--- src/rtl/core/hrf_pkg.sv ---
// Shared types and constants for the HLL interface flux block.
// No dependencies.
package hrf_pkg;

   localparam int TOL_BITS = 16;

   typedef enum logic [1:0] {
      REGION_LEFT  = 2'd0,
      REGION_RIGHT = 2'd1,
      REGION_STAR  = 2'd2
   } region_type;

   // Per-transaction control travelling beside the datapath
   typedef struct packed {
      logic       valid;
      logic       neg;
      region_type region;
      logic       speed_ovf;
      logic       quo_ovf;
      logic       div_fault;
   } ctrl_type;

endpackage

--- src/rtl/core/hrf_div_cell.sv ---
// One restoring-division cell: settles one quotient bit per transaction.
// Depends on hrf_pkg.
module hrf_div_cell
   import hrf_pkg::*;
#(
   parameter int WORD_BITS = 32,
   parameter int FRAC_BITS = 16,
   parameter int SHIFT     = 0
) (
   input  logic                        clock,
   input  logic                        reset,
   input  logic                        advance,
   input  ctrl_type                    ctrl_in,
   input  logic [((3*WORD_BITS > 2*WORD_BITS+FRAC_BITS) ? 3*WORD_BITS
                  : 2*WORD_BITS+FRAC_BITS)+1:0] rem_in,
   input  logic [WORD_BITS+FRAC_BITS:0] dmag_in,
   input  logic [WORD_BITS-1:0]        quo_in,
   input  logic [WORD_BITS-1:0]        flux_in,
   input  logic [WORD_BITS-2:0]        amax_in,
   output ctrl_type                    ctrl_out,
   output logic [((3*WORD_BITS > 2*WORD_BITS+FRAC_BITS) ? 3*WORD_BITS
                  : 2*WORD_BITS+FRAC_BITS)+1:0] rem_out,
   output logic [WORD_BITS+FRAC_BITS:0] dmag_out,
   output logic [WORD_BITS-1:0]        quo_out,
   output logic [WORD_BITS-1:0]        flux_out,
   output logic [WORD_BITS-2:0]        amax_out
);
   localparam int W  = WORD_BITS;
   localparam int NB = ((3*W > 2*W+FRAC_BITS) ? 3*W : 2*W+FRAC_BITS) + 2;

   logic [NB-1:0] trial, rem_in_n, rem_ff;
   logic          take;
   logic [W-1:0]  quo_in_n, quo_ff;
   ctrl_type      ctrl_ff;
   logic [WORD_BITS+FRAC_BITS:0] dmag_ff;
   logic [W-1:0]  flux_ff;
   logic [W-2:0]  amax_ff;

   always_comb begin
      trial    = NB'(dmag_in) << SHIFT;
      take     = rem_in >= trial;
      rem_in_n = take ? (rem_in - trial) : rem_in;
      quo_in_n = quo_in;
      quo_in_n[SHIFT] = take;
   end

   always_ff @(posedge clock) begin
      if (reset) begin
         ctrl_ff <= '0;
      end else if (advance) begin
         ctrl_ff <= ctrl_in;
      end
   end

   always_ff @(posedge clock) begin
      if (advance) begin
         rem_ff  <= rem_in_n;
         quo_ff  <= quo_in_n;
         dmag_ff <= dmag_in;
         flux_ff <= flux_in;
         amax_ff <= amax_in;
      end
   end

   assign ctrl_out = ctrl_ff;
   assign rem_out  = rem_ff;
   assign dmag_out = dmag_ff;
   assign quo_out  = quo_ff;
   assign flux_out = flux_ff;
   assign amax_out = amax_ff;

endmodule

--- config.mk ---
export PLATFORM = sky130hd
export DESIGN_NAME = hrf_div_cell
export DESIGN_NICKNAME = d
export VERILOG_FILES = /design/src/rtl/core/hrf_pkg.sv /design/src/rtl/core/hrf_div_cell.sv
export SDC_FILE = /design/constraint.sdc
export NUM_CORES = 1
export LEC_CHECK = 0
export BUFFER_PORTS_ARGS = -buffer_cell sky130_fd_sc_hd__buf_4
export CAP_MARGIN = 30
export CORE_AREA = 2 2 193 195
export CTS_CLUSTER_SIZE = 10
export DETAILED_ROUTE_END_ITERATION = 8
export DIE_AREA = 0 0 195 197
export SLEW_MARGIN = 10
export SYNTH_ARGS = -nofsm -noshare
export SYNTH_HDL_FRONTEND = slang
export SYNTH_SLANG_ARGS = --single-unit
--- constraint.sdc ---
create_clock -name clock -period 4.3 [get_ports clock]
set_clock_uncertainty 0.05 [all_clocks]
set_input_delay 0.86 -clock clock [delete_from_list [all_inputs] [get_ports clock]]
set_output_delay 0.86 -clock clock [all_outputs]
set_load 0.01 [all_outputs]
## After elaboration in Yosys (flattened, before gate mapping)

Index checks and enable logic that the tools add are counted.

- Output and inout port bits: 249
- Input port bits: 252
- Bits in registers: 249

- Mux-type cells: 1
- Add/sub/neg operators: 1
- Order comparisons: 1

Operators by type and width:

| kind | number |
|---|---|
| greater-or-equal comparator 98 x 49 -> 1 bit | 1 |
| two-way mux 98 bit | 1 |
| subtractor 98 x 49 -> 98 bit | 1 |

## Logic depth before layout (Yosys ltp)

Gate-level depths: netlist of run 1.

- Word-level depth: 2
- Depth in mapped cells: 15
- Mapped depth without buffers: 14

## Worst setup path before layout of run 1

OpenSTA, ideal clock, no wires.

- Kind: input-to-reg
- Start point: in dmag_in[22]
- End point: reg rem_ff[88] (netlist: rem_out[88]), data pin
- Stages on the path: 14
- Required time: 3992 ps
- Setup time: 258 ps
- Setup slack: 185 ps
- Data arrival time: 3807 ps
- Path through: inv_1 ha_1 clkbuf_1 nand4_1 nor3_1 and3_1 or3b_1 a31oi_1 a31o_2 and3_1 buf_6 nand2_4 or4_1 xnor2_1

- Word-level cells in the longest chain between the ends: 2

Ends and longest elaborated chain:

| element | line | text |
|---|---|---|
| from (decl) | hrf_div_cell.sv:16 | `input logic [WORD_BITS+FRAC_BITS:0] dmag_in,` |
| subtractor 98 x 49 -> 98 bit / greater-or-equal comparator 98 x 49 -> 1 bit (equally long branches) | hrf_div_cell.sv:42, hrf_div_cell.sv:41 |  |
| two-way mux 98 bit * | hrf_div_cell.sv:42 | `rem_in_n = take ? (rem_in - trial) : rem_in;` |
| net rem_in_n[88] | hrf_div_cell.sv:31 | `logic [NB-1:0] trial, rem_in_n, rem_ff;` |
| to (signal assigned) | hrf_div_cell.sv:57 | `rem_ff <= rem_in_n;` |
| to (decl) | hrf_div_cell.sv:31 |  |

Mark *: on every way through the listed nets, which the timed path passes. The rest lies on a longest branch.
A chain may end at the register's enable or synchronous reset.

## Worst setup path in the final report of run 1

- Start point: in rem_in[0] in the netlist's numbering
- End point: reg rem_ff[68] (netlist: rem_out[68]), data pin

- Word-level cells in the longest chain between the ends: 2

Ends and longest elaborated chain:

| element | line | text |
|---|---|---|
| from (decl) | hrf_div_cell.sv:15 | `: 2*WORD_BITS+FRAC_BITS)+1:0] rem_in,` |
| subtractor 98 x 49 -> 98 bit / greater-or-equal comparator 98 x 49 -> 1 bit (equally long branches) | hrf_div_cell.sv:42, hrf_div_cell.sv:41 |  |
| two-way mux 98 bit * | hrf_div_cell.sv:42 |  |
| net rem_in_n[68] | hrf_div_cell.sv:31 |  |

Marks and branches as above.

==> flow_results.org, run 1 <==
** STA
- Setup total negative slack on the finished layout was measured at 0 ps.
- Setup repair after global routing left no endpoint under its margin.
- Final worst slack :: 317 ps
- The clock period could shrink to 3980 ps.
- The worst pin sits at a relative slew slack of 0.439.
- The final number of max-transition violations is 0.
- Setup violations remaining at the end of the flow were counted as 0.
- The tightest hold path in the finished design has a slack of 426 ps.
- Worst Tran Pin Value :: 842 ps
- Timing would allow up to 251 MHz.
- Dividing the final minimum period by the clock period gives 0.926.
- The final hold violation count is 0.

** Global route
- GRT met2 Usage :: 0.376
- In the global route stage, met1 resource usage came out at 0.259.
- The number of antenna violations at the first check in global routing came to 7.
- Vias in the first global route :: 10600
- Global routing met3 resource utilization :: 0.0472
- After global routing the overflow that remains totals 0.
- Entering global routing, the biggest net connects 105 pins.
- Most crowded layer after global routing :: met2
- Total routing usage reported by global routing :: 0.216
- Global-route wire length before repair :: 63600 um

** Critical path
- STA puts the critical path data required time at 4550 ps.
- Data on the critical path arrives at its endpoint at 4230 ps.
- Setup CP Type :: in2reg
- Worst-path maximum fanout :: 3
- Worst setup EP type :: flip-flop
- Kind of launch point of the worst setup path :: primary input

** Synthesis
- The complex-gate fraction of the synthesized area came to 0.102.
- Largest family of logic cells by synthesized area :: simple AND/OR/NAND/NOR gates
- Ys Warns :: 0
- Synthesized instance count :: 1056
- Xor/xnor cell area share of the yosys netlist :: 0.0669
- In this run, synthesis inferred 242 flip-flops with an integrated enable.
- The most used flip-flop cell after synthesis is sky130_fd_sc_hd__edfxtp_1.
- A synthesized cell averages 11.8 um2.
- After synthesis the netlist holds a flip-flop and latch count of 249.
- Adder and majority gate portion of the synthesized area :: 0.0509
- The cell area that synthesis handed to floorplanning was 12400 um2.
- Synthesized net count :: 1358
- Unique masters post-synth :: 63
- Share of synthesized area spent on multiplexers :: 0.0174
- Sequential-to-total area share from yosys stat :: 0.595
- For this run, asynchronously set or reset flops after synthesis account for 0.
- Of the total synthesized cell area, the portion taken by AND, OR, NAND and NOR gates is 0.130.

** Clock network
- Clock tree from TritonCTS :: built
- Setup fix buffers added after clock tree synthesis :: 0
- Clk buf depth :: 3
- TritonCTS created 30 clock buffers.
- CTS built an H-tree with a depth of 1.
- After clock tree synthesis, the repair step resized 0 gates.
- Clock-pin transition on the worst setup and hold timing paths :: 50 ps
- Clock Tree Root :: sky130_fd_sc_hd__clkbuf_16
- Cts-stage hold buffer count :: 0
- Clk_lat worst skew :: 550 ps
- Clock sink count :: 249

** Cells and area
- After filler insertion, the fill cell instance count of the layout stands at 3320.
- Fraction of final layout cells sized beyond drive strength 1 :: 0.404
- Register area :: 7410 um2
- Total number of nets in the final design :: 1946
- In the final layout, the multi-input gates occupy 4600 um2.
- Once layout is complete, the utilization of the core stands at 0.503.
- Area growth from synthesis to final layout :: 46.7%

** Routing
- Count of antenna-violating nets left after detailed routing :: 0
- The detailed router placed 10700 vias in this run.
- Router iterations before antenna repair :: 5
- Dividing the detail-routed wire length by the instance count gives 20.2 um.
- DRT Wirelength :: 43100 um
- Via-to-Cell Ratio :: 4.99
- Number of remaining DRC errors :: 0
- Violation count after the first detailed-route iteration :: 638

** Placed design
- Prior to clock tree synthesis, the placed netlist has a worst setup slack of -223 ps.
- Half-perimeter wire length after placement :: 34500 um
- GPL Wtd Cong :: 0.888
- Input/output buffers :: 499

** Die
- After floorplanning, the core was divided into 70 placement rows.
- The floorplan step defined a core boundary enclosing 36300 um2.
- Starting utilization of the core area :: 0.343
- In this run the vertical extent of the chip is 197 um.
- Die Span X :: 195 um
- Die Footprint :: 38400 um2
- 501 I/O pins were placed.

** Job
- Max capacitance violation total :: 0

** Pwr
- In this run the static leakage power is 7.79 nW.
- Overall Power :: 6.78 mW
- PD cells :: 371 nW/um2
- The worst-case IR drop observed on VDD is 0.296 mV.

** Worst hold path
- Hold Crit Class :: in2reg

** Outcome
- The run finished with clean final reports.
[kinds of logic (layout without fill, tap and decap cells)]
family / Yosys count / count (layout)
other: 0 / 7
muxes: 20 / 20
DFF: 249 / 249
adders and majority gates: 50 / 50
and+or+nand+nor: 317 / 317
AOI/OAI and AO/OA: 210 / 210
xor gates and xnor gates: 95 / 95
buffers and inverters: 115 / 719
[placed cells by master (no fill, tap or decap), types with 22 or more instances in the layout]
cell type,netlist,routed
sky130_fd_sc_hd__a21oi_1,102,102
sky130_fd_sc_hd__buf_4,1,599
sky130_fd_sc_hd__clkbuf_16,0,31
sky130_fd_sc_hd__edfxtp_1,242,242
sky130_fd_sc_hd__ha_1,49,49
sky130_fd_sc_hd__inv_1,70,70
sky130_fd_sc_hd__nand2_1,55,55
sky130_fd_sc_hd__nand4_1,38,38
sky130_fd_sc_hd__nor2_1,88,88
sky130_fd_sc_hd__nor3_1,33,33
sky130_fd_sc_hd__nor4_1,23,22
sky130_fd_sc_hd__o21ai_0,36,36
sky130_fd_sc_hd__xnor2_1,52,52
sky130_fd_sc_hd__xor2_1,43,43
[final cells by class]
cell class | count | share of cell area
Sequential cell | 249 | 0.406
Multi-Input combinational cell | 692 | 0.252
Timing Repair Buffer | 601 | 0.248
Clock buffer | 44 | 0.0452
Tap cell | 468 | 0.0321
Inverter | 70 | 0.0144
Clock inverter | 4 | 0.00137
Antenna cell | 7 | 0.000960
[routing by layer]
metal  routed length (um)  up-vias
met5                    0        -
li1                     -     5091
met4                 1570        0
met3                 3050       66
met1                16800     5089
met2                21700      405
[worst paths after layout]
kind | depth (start not counted) | start | slack (ps) | to
hold reg to reg | 2 | ctrl_out[6]$_SDFFE_PP0P_ | 450 | ctrl_out[6]$_SDFFE_PP0P_
hold / removal | 1 | quo_in[5] | 430 | quo_out[5]$_DFFE_PP_
setup reg to reg | 2 | ctrl_out[2]$_SDFFE_PP0P_ | 3650 | ctrl_out[2]$_SDFFE_PP0P_
setup / recovery | 18 | rem_in[0] | 320 | rem_out[68]$_DFFE_PP_
[critical path: stages]
cell and delay (ps):
sky130_fd_sc_hd__buf_4 110, sky130_fd_sc_hd__inv_1 50, sky130_fd_sc_hd__ha_1 200, sky130_fd_sc_hd__inv_1 70
sky130_fd_sc_hd__fa_1 430, sky130_fd_sc_hd__a21o_1 200, sky130_fd_sc_hd__a221o_1 320, sky130_fd_sc_hd__a21oi_1 150
sky130_fd_sc_hd__buf_4 160, sky130_fd_sc_hd__nand4_1 140, sky130_fd_sc_hd__a311oi_1 280, sky130_fd_sc_hd__buf_4 180
sky130_fd_sc_hd__o31a_1 140, sky130_fd_sc_hd__o21ai_0 130, sky130_fd_sc_hd__nor3b_1 240, sky130_fd_sc_hd__nor4_2 340
sky130_fd_sc_hd__buf_4 170, sky130_fd_sc_hd__xor2_1 50
[synth_stat cells, drive strengths merged, types with 9 or more instances]
cell	number	area, um2
xnor2	52	455
o21bai	13	97.6
or3	15	104
xor2	43	377
nor2	88	330
nand2	56	218
o21ai	36	180
clkbuf	38	143
mux2	13	146
ha	49	613
nor3	34	175
or4	9	71.3
edfxtp	242	7270
nand4	38	238
nand3	16	85.1
nor4	23	144
a21o	10	75.1
a21oi	102	510
inv	70	263
[where the power goes]
part | switching [mW] | internal (mW) | total [mW]
Sequential | 0.0673 | 2.95 | 3.01
Combinational | 0.748 | 0.750 | 1.50
Clock | 0.960 | 1.31 | 2.27
Total | 1.78 | 5.00 | 6.78
[registers in the layout, indices dropped and copies added (netlist names)]
signal and cells:
flux_out 32, rem_out 98, dmag_out 49, amax_out 31, ctrl_out 7, quo_out 32
[stage by stage]
step / std cells / area, um2
finish: 2135 / 18300
global route: 2135 / 18300
CTS: 2128 / 18200
detailed placement: 2080 / 17400
global placement: 2080 / 17400
floorplan: 1056 / 12400
Note: power is estimated with default switching activity, not from simulation.
==> run 2, diff against run 1 <==
- ABC_AREA: unset -> 1
- CORE_AREA: 2 2 193 195 -> 2 2 194 196
- DIE_AREA: 0 0 195 197 -> 0 0 196 198
- PLACE_DENSITY: unset -> 0.71
- clock period: 4.3 -> 5 ns (I/O delays scaled with it)
==> run 2 against run 1 <==
Count of clock-buffer cells in the layout fell by 3. Final area grew 18%. Largest power group unchanged. Combinational power is essentially flat. Largest cell class unchanged. Clock power is 10% lower. Critical path type unchanged.
==> flow_results.org, run 2 <==
** Clock network
- TritonCTS Buffers :: 30 (unchanged)
- The root buffer cell chosen for the clock tree is sky130_fd_sc_hd__clkbuf_16.
- The number of gates resized after cts is 0 (unchanged).
- The level count of the clock H-tree came to 1 (unchanged).
- Clock-pin transition on the worst setup and hold timing paths :: 50 ps (about the same)
- The clock latency reported for the late side of the worst-skew pair is 570 ps (+20 ps).
- Clock tree from TritonCTS :: built
- Clock sink count :: 249 (unchanged)
- The number of buffers inserted for hold repair after clock tree synthesis came to 0 (unchanged).
- The maximum clock path buffer count came to 3 (unchanged).
- Setup fix buffers added after clock tree synthesis :: 0 (unchanged)

** Critical path
- Worst-path maximum fanout :: 55 (+52)
- Broken down by cell family, the worst path's largest delay share belongs to simple AND/OR/NAND/NOR gates.
- CP Data Arrival Time :: 3990 ps (-240 ps)
- Depth of the worst register-to-register path :: 2 (unchanged)
- The worst setup path is of the in2reg kind.
- Critical-path cell list :: buf_4, inv_1, ha_1, nand2_1, nor2_2, nand2_1, nor2_2, inv_1, nor2_1, nand3_1, nand2_1, nor2_2, nand2_2, buf_4, nand3_1, nand2_1
- The worst stage delay on the critical path was 530 ps (+100 ps).
- The setup slack of the most critical reg-to-reg path came to 4280 ps (+630 ps).
- The worst register-to-register path ends at ctrl_out[6]$_SDFFE_PP0P_.
- Kind of launch point of the worst setup path :: primary input
- By instance count, the cell type seen most on the critical path is sky130_fd_sc_hd__nand2_1.
- The count of buffering cells on the critical path with inverters included is 4 (-2).
- The worst setup path is captured at a flip-flop.
- The data required time at the worst endpoint was 5380 ps (+830 ps).
- The worst register-to-register path begins at ctrl_out[6]$_SDFFE_PP0P_.
- Slowest stage cell, crit path :: sky130_fd_sc_hd__buf_4

** Die
- Die Span X :: 196 um (+0.51%)
- The count of pins on the block boundary was 501 (unchanged).
- The height of the die was 198 um (+0.51%).
- The core outline area is 37000 um2 (+1.9%).
- Starting utilization of the core area :: 0.443 (+0.0996)
- The number of placement rows was 71 (+1.4%).
- The area enclosed by the die boundary came to 38800 um2 (+1.0%).

** Synthesis
- Async set-reset flop share out of synthesis :: 0 (unchanged)
- Biggest area contributors in the synthesized netlist :: sky130_fd_sc_hd__edfxtp_1 44%, sky130_fd_sc_hd__nand2_1 17%, sky130_fd_sc_hd__inv_1 10%, sky130_fd_sc_hd__nor2_1 5.1%, sky130_fd_sc_hd__ha_1 3.7%
- Predominant post-synthesis flop cell :: sky130_fd_sc_hd__edfxtp_1
- Synthesized instance count :: 2171 (+110%)
- Share of the synthesized area in the top cell type :: 0.444 (-0.140)
- Unique masters post-synth :: 34 (-46%)
- Ys Warns :: 0 (unchanged)
- The combined area of all synthesized cells is 16400 um2 (+32%).
- Synthesized net count :: 2473 (+82%)
- Synth cell count leaders :: 750 x sky130_fd_sc_hd__nand2_1, 455 x sky130_fd_sc_hd__inv_1, 242 x sky130_fd_sc_hd__edfxtp_1, 223 x sky130_fd_sc_hd__nor2_1, 79 x sky130_fd_sc_hd__nand3_1
- Summed over all instances, the cell type with the most area after synthesis is sky130_fd_sc_hd__edfxtp_1.
- The number of flops mapped to enable cells by yosys was 242 (unchanged).
- Most used standard cell by instance count after synthesis :: sky130_fd_sc_hd__nand2_1
- Mean cell area of the mapped netlist :: 7.54 um2 (-36%)
- Sequential-to-total area share from yosys stat :: 0.453 (-0.143)
- Flop and latch count out of synthesis :: 249 (unchanged)

** Cells and area
- The share of layout cells above drive strength 1 was 0.253 (-0.151).
- The library cells used most frequently in the layout, excluding fill and tap cells, are 750 x sky130_fd_sc_hd__nand2_1, 505 x sky130_fd_sc_hd__buf_4, 455 x sky130_fd_sc_hd__inv_1.
- Cell area after layout :: 21600 um2 (+18%)
- Largest register FFs :: 98 (unchanged)
- Final Core Density :: 0.584 (+0.0801)
- The library cell used most frequently in the layout, excluding fill and tap cells, is sky130_fd_sc_hd__nand2_1.
- Total number of nets in the final design :: 2998 (+54%)
- The area growth from synthesis to layout is 31.8%.

** Routing
- Router iterations before antenna repair :: 7 (+2)
- The count of unresolved DRC violations after routing was 0 (unchanged).
- The final wirelength was 65200 um (+51%).
- Count of antenna-violating nets left after detailed routing :: 0 (unchanged)
- Via Count :: 16100 (+51%)
- The routed length per instance is 20.5 um (+1.5%).
- Via-to-Cell Ratio :: 5.04 (+1.1%)
- The first-iteration detailed-routing DRC count is 1166 (+83%).

** Global route
- Largest net degree at the start of global routing :: 93 (-11%)
- The total routing usage reported by global routing came to 0.331 (+0.114).
- The global-route wire length before repair came to 94100 um (+48%).
- Number of antenna violations at the first check in global routing :: 2 (-5)
- Overflow left after global routing :: 0 (unchanged)
- Vias in the first global route :: 16000 (+51%)

** STA
- The number of setup violations in the final report was 0 (unchanged).
- The sum of negative setup slack is 0 ps (unchanged).
- Fmax achieved :: 277 MHz
- Setup repair after global routing left no endpoint under its margin.
- The slew at the pin closest to its max-slew limit was 835 ps (-6.29 ps).
- Crit share post-route :: 0.721
- The final hold violation count was 0 (unchanged).
- The clock period could shrink to 3610 ps.
- The final number of max-transition violations is 0 (unchanged).
- Remaining max-slew budget at the tightest pin :: 0.439 (about the same)

** Pwr
- The power per standard cell area is 285 nW/um2 (-23%).
- The post-route total power came to 6.15 mW (-9.3%).
- IR drop worst, VDD :: 0.280 mV (-5.6%)
- The leakage power was 10.6 nW (+36%).

** Worst hold path
- The number of cells on the worst hold path came to 2 (+1).
- The worst hold path belongs to the class reg2reg.
- Worst-case hold path end point :: ctrl_out[2]$_SDFFE_PP0P_
- Hold path start :: ctrl_out[2]$_SDFFE_PP0P_

** Outcome
- Result of the run :: finished clean

** Job
- The count of max-cap constraint violations came to 0 (unchanged).

** Placed design
- GPL Wtd Cong :: 0.956 (+7.6%)
- Half-perimeter wire length after placement :: 54300 um (+57%)
- Area of placed instances :: 20700 um2 (+19%)
- The number of buffers inserted by port buffering is 499 (unchanged).
[run 2: cell count changes after synthesis, moves of 41 or more]
cell	previous run	this run
sky130_fd_sc_hd__nand2_1	55	750
sky130_fd_sc_hd__inv_1	70	455
sky130_fd_sc_hd__nor2_1	88	223
sky130_fd_sc_hd__nand3_1	15	79
sky130_fd_sc_hd__a21oi_1	102	42
sky130_fd_sc_hd__nand2_2	0	41
[run 2: how the worst max path moves through the flow]
stage           startpoint                    end  cells past startpoint
5_1_grt        dmag_in[26]  rem_out[42]$_DFFE_PP_                     16
6_report       dmag_in[22]  rem_out[42]$_DFFE_PP_                     16
3_3_place_gp   dmag_in[22]  rem_out[42]$_DFFE_PP_                     16
2_1_floorplan    rem_in[0]  rem_out[21]$_DFFE_PP_                     18
3_5_place_dp   dmag_in[22]  rem_out[42]$_DFFE_PP_                     16
4_1_cts        dmag_in[22]  rem_out[42]$_DFFE_PP_                     16
[run 2: logic make-up after synthesis]
kind of cell,Yosys count,synth area share
AND/OR/NAND/NOR,1228,0.321
buffers and inverters,485,0.118
flip-flops,249,0.453
AO/OA/AOI/OAI,114,0.0455
adder cells (fa/ha/maj),50,0.0387
XOR/XNOR,45,0.0241
[run 2: report_power, final]
part           total, mW  switching (mW)  internal, mW  leakage, nW
registers           2.59          0.0589          2.53         2.43
logic               1.52           0.901         0.617         7.75
clock network       2.04           0.835          1.21        0.434
total               6.15            1.79          4.35         10.6
[run 2: final cells by class]
cell class | count | area, um2
antenna | 2 | 5.00
clock buffer | 41 | 802
clock inverter | 6 | 91.3
fill | 3439 | 15400
inverter | 468 | 1760
multi-input combinational | 1437 | 7020
sequential | 249 | 7410
tap | 474 | 593
timing repair buffer | 510 | 3890
[run 2: per-stage QoR]
stage / instances / hold slack [ps] / setup WS (ps)
2_1_floorplan: 2171 / 430 / 1970
3_3_place_gp: 3138 / 400 / 884
3_5_place_dp: 3138 / 410 / 881
4_1_cts: 3185 / 418 / 1470
5_1_grt: 3187 / 435 / 1260
6_report: 3187 / 417 / 1390
[run 2: worst reg2reg max path: stages, from the launching register on]
cell and delay (ps):
sky130_fd_sc_hd__dfxtp_1 340, sky130_fd_sc_hd__nand2_1 80, sky130_fd_sc_hd__a21oi_1 180
[run 2: routing by layer]
| metal | wire [um] | GRT usage |
|---|---|---|
| met1 | 24700 | 0.388 |
| met2 | 31700 | 0.578 |
| met3 | 5510 | 0.0690 |
| met4 | 3290 | 0.162 |
| met5 | 0 | 0 |
==> run 3, diff against run 2 <==
- PLACE_DENSITY: 0.71 -> 0.74
- clock period: 5 -> 2.9 ns (I/O delays scaled with it)
==> run 3 against run 2 <==
Non-clock buffer count is 374 higher. Sequential power is 73% higher. Worst hold slack worse by 280 ps. Largest power group unchanged. Highest routed layer unchanged.
==> flow_results.org, run 3 (synthesis results as in run 2) <==
** Outcome
- The run finished with clean final reports.

** Global route
- The global-route congestion overflow total came to 0 (unchanged).
- Total routing usage reported by global routing :: 0.351 (+0.0205)
- The via count of the first global-routing pass was 17600 (+10%).
- Global-route wire length before repair :: 101000 um (+7.8%)
- The number of antenna violations at the first check in global routing is 4 (+2).
- Largest net degree at the start of global routing :: 69 (-26%)

** Placed design
- Pre-CTS setup slack :: -364 ps (-1240 ps)
- The post-detailed-placement half-perimeter wirelength is 58000 um (+6.8%).
- The standard cell area after detailed placement was 23500 um2 (+14%).
- The final weighted congestion of routability-driven global placement was 0.984 (+3.0%).
- The number of buffers inserted by port buffering is 499 (unchanged).

** STA
- Final hold vios :: 0 (unchanged)
- Dividing the final minimum period by the clock period gives 0.934.
- The worst slew slack as a fraction of its limit came to 0.614 (+0.175).
- RSZ-0062 raised after global routing :: no
- The number of setup violations in the final report came to 0 (unchanged).
- Derived from the worst setup path, the maximum achievable clock frequency is 369 MHz.
- The slew at the pin closest to its max-slew limit is 577 ps (-258 ps).
- The final number of max-transition violations was 0 (unchanged).
- Min Tclk post-route :: 2710 ps
- Total Neg Setup Slack :: 0 ps (unchanged)
- Final worst slack :: 192 ps (-1200 ps)

** Die
- The number of placement rows came to 71 (unchanged).
- Die Span X :: 196 um (unchanged)
- The area enclosed by the die boundary came to 38800 um2 (unchanged).
- Starting utilization of the core area :: 0.443 (unchanged)
- Die Height :: 198 um (unchanged)
- Core Footprint :: 37000 um2 (unchanged)
- The count of pins on the block boundary was 501 (unchanged).

** Routing
- The number of routed nets with antenna violations is 0 (unchanged).
- The first-iteration detailed-routing DRC count was 1231 (+5.6%).
- DRT Wirelength :: 69200 um (+6.1%)
- The routed length per instance came to 19.5 um (-5.0%).
- The vias after detailed routing came to 17700 (+9.8%).
- The count of unresolved DRC violations after routing is 0 (unchanged).
- Router iterations before antenna repair :: 5 (-2)
- Via-to-Cell Ratio :: 4.96 (-1.6%)

** Critical path
- Setup CP Type :: in2reg
- Kind of launch point of the worst setup path :: primary input
- In this run the critical register-to-register path is launched from ctrl_out[2]$_SDFFE_PP0P_.
- The arrival time at the worst endpoint came to 2980 ps (-1010 ps).
- Tracing the worst setup path back leads to its startpoint at rem_in[47].
- The data required time at the worst endpoint came to 3170 ps (-2210 ps).
- STA classifies the critical path endpoint as a flip-flop.
- Worst-path maximum fanout :: 51 (-7.3%)

** Cells and area
- The final non-filler cell area came to 24300 um2 (+13%).
- Most frequent standard cell in the layout excluding fill and tap cells :: sky130_fd_sc_hd__buf_4
- Most frequent cells in the layout :: 874 x sky130_fd_sc_hd__buf_4, 750 x sky130_fd_sc_hd__nand2_1, 455 x sky130_fd_sc_hd__inv_1
- The share of layout cells above drive strength 1 is 0.342 (+0.0894).
- Total number of nets in the final design :: 3371 (+12%)
- Final Core Density :: 0.659 (+0.0753)
- The flip-flop count of the largest register, all copies and words added is 98 (unchanged).
- Area growth from synthesis to final layout :: 48.8%

** Clock network
- Clk buf depth :: 3 (unchanged)
- Post-CTS sizing :: 0 (unchanged)
- The number of buffers inserted for hold repair after clock tree synthesis came to 0 (unchanged).
- Setup fix buffers added after clock tree synthesis :: 0 (unchanged)
- The clock slew at the register clock pins of the worst setup and hold paths is 60 ps (about the same).
- Clock Tree Root :: sky130_fd_sc_hd__clkbuf_16
- TritonCTS Buffers :: 29 (-3.3%)
- TritonCTS built the clock tree.
- Clk_lat worst skew :: 550 ps (-20 ps)
- Clock sink count :: 249 (unchanged)
- The level count of the clock H-tree was 1 (unchanged).

** Pwr
- PD cells :: 446 nW/um2 (+56%)
- Overall Power :: 10.9 mW (+77%)
- The largest voltage drop on the vdd net came to 0.411 mV (+47%).
- Leakage power :: 12.4 nW (+17%)

** Worst hold path
- Hold Crit Class :: in2reg
- The worst hold path begins at flux_in[24].

** Job
- Max capacitance violation total :: 0 (unchanged)
## run 3: layer usage
layer,share of wire,GRT usage
met1,0.39,0.420
met2,0.49,0.621
met3,0.074,0.0579
met4,0.048,0.161
met5,0,0
## run 3: worst paths after layout
kind / end / slack (ps) / cells after the start
min: flux_out[24]$_DFFE_PP_ / 140 / 1
max: rem_out[16]$_DFFE_PP_ / 190 / 15
min reg2reg: ctrl_out[1]$_SDFFE_PP0P_ / 410 / 2
max reg2reg: ctrl_out[2]$_SDFFE_PP0P_ / 2140 / 2
## run 3: critical path, cell delays in order
cell	delay, ps
sky130_fd_sc_hd__buf_4	120
sky130_fd_sc_hd__ha_1	370
sky130_fd_sc_hd__a21oi_1	200
sky130_fd_sc_hd__inv_1	90
sky130_fd_sc_hd__a21oi_2	160
sky130_fd_sc_hd__o21ai_1	120
sky130_fd_sc_hd__a21oi_1	170
sky130_fd_sc_hd__buf_4	170
sky130_fd_sc_hd__inv_1	60
sky130_fd_sc_hd__nor2_2	90
sky130_fd_sc_hd__nand2_2	140
sky130_fd_sc_hd__inv_4	150
sky130_fd_sc_hd__buf_12	290
sky130_fd_sc_hd__buf_4	190
sky130_fd_sc_hd__o21ai_2	50
## run 3: where the power goes
group          internal (mW)  switching (mW)  leakage (nW)
sequential              4.36           0.111          2.43
combinational           1.46            1.67          9.61
clock                   1.86            1.39         0.388
## run 3: cell type report
class                           instances  area [um2]
Clock inverter                          2        8.76
Tap cell                              474         593
Timing Repair Buffer                  884        6760
Sequential cell                       249        7410
Fill cell                            3110       12600
Antenna cell                            4        10.0
Inverter                              468        1760
Clock buffer                           41         792
Multi-Input combinational cell       1437        7020
## run 3: through the flow
step	instances	hold slack [ps]
after floorplan	2171	430
after global placement	3512	400
after detailed placement	3512	405
after CTS	3555	124
after global routing	3559	123
final	3559	136
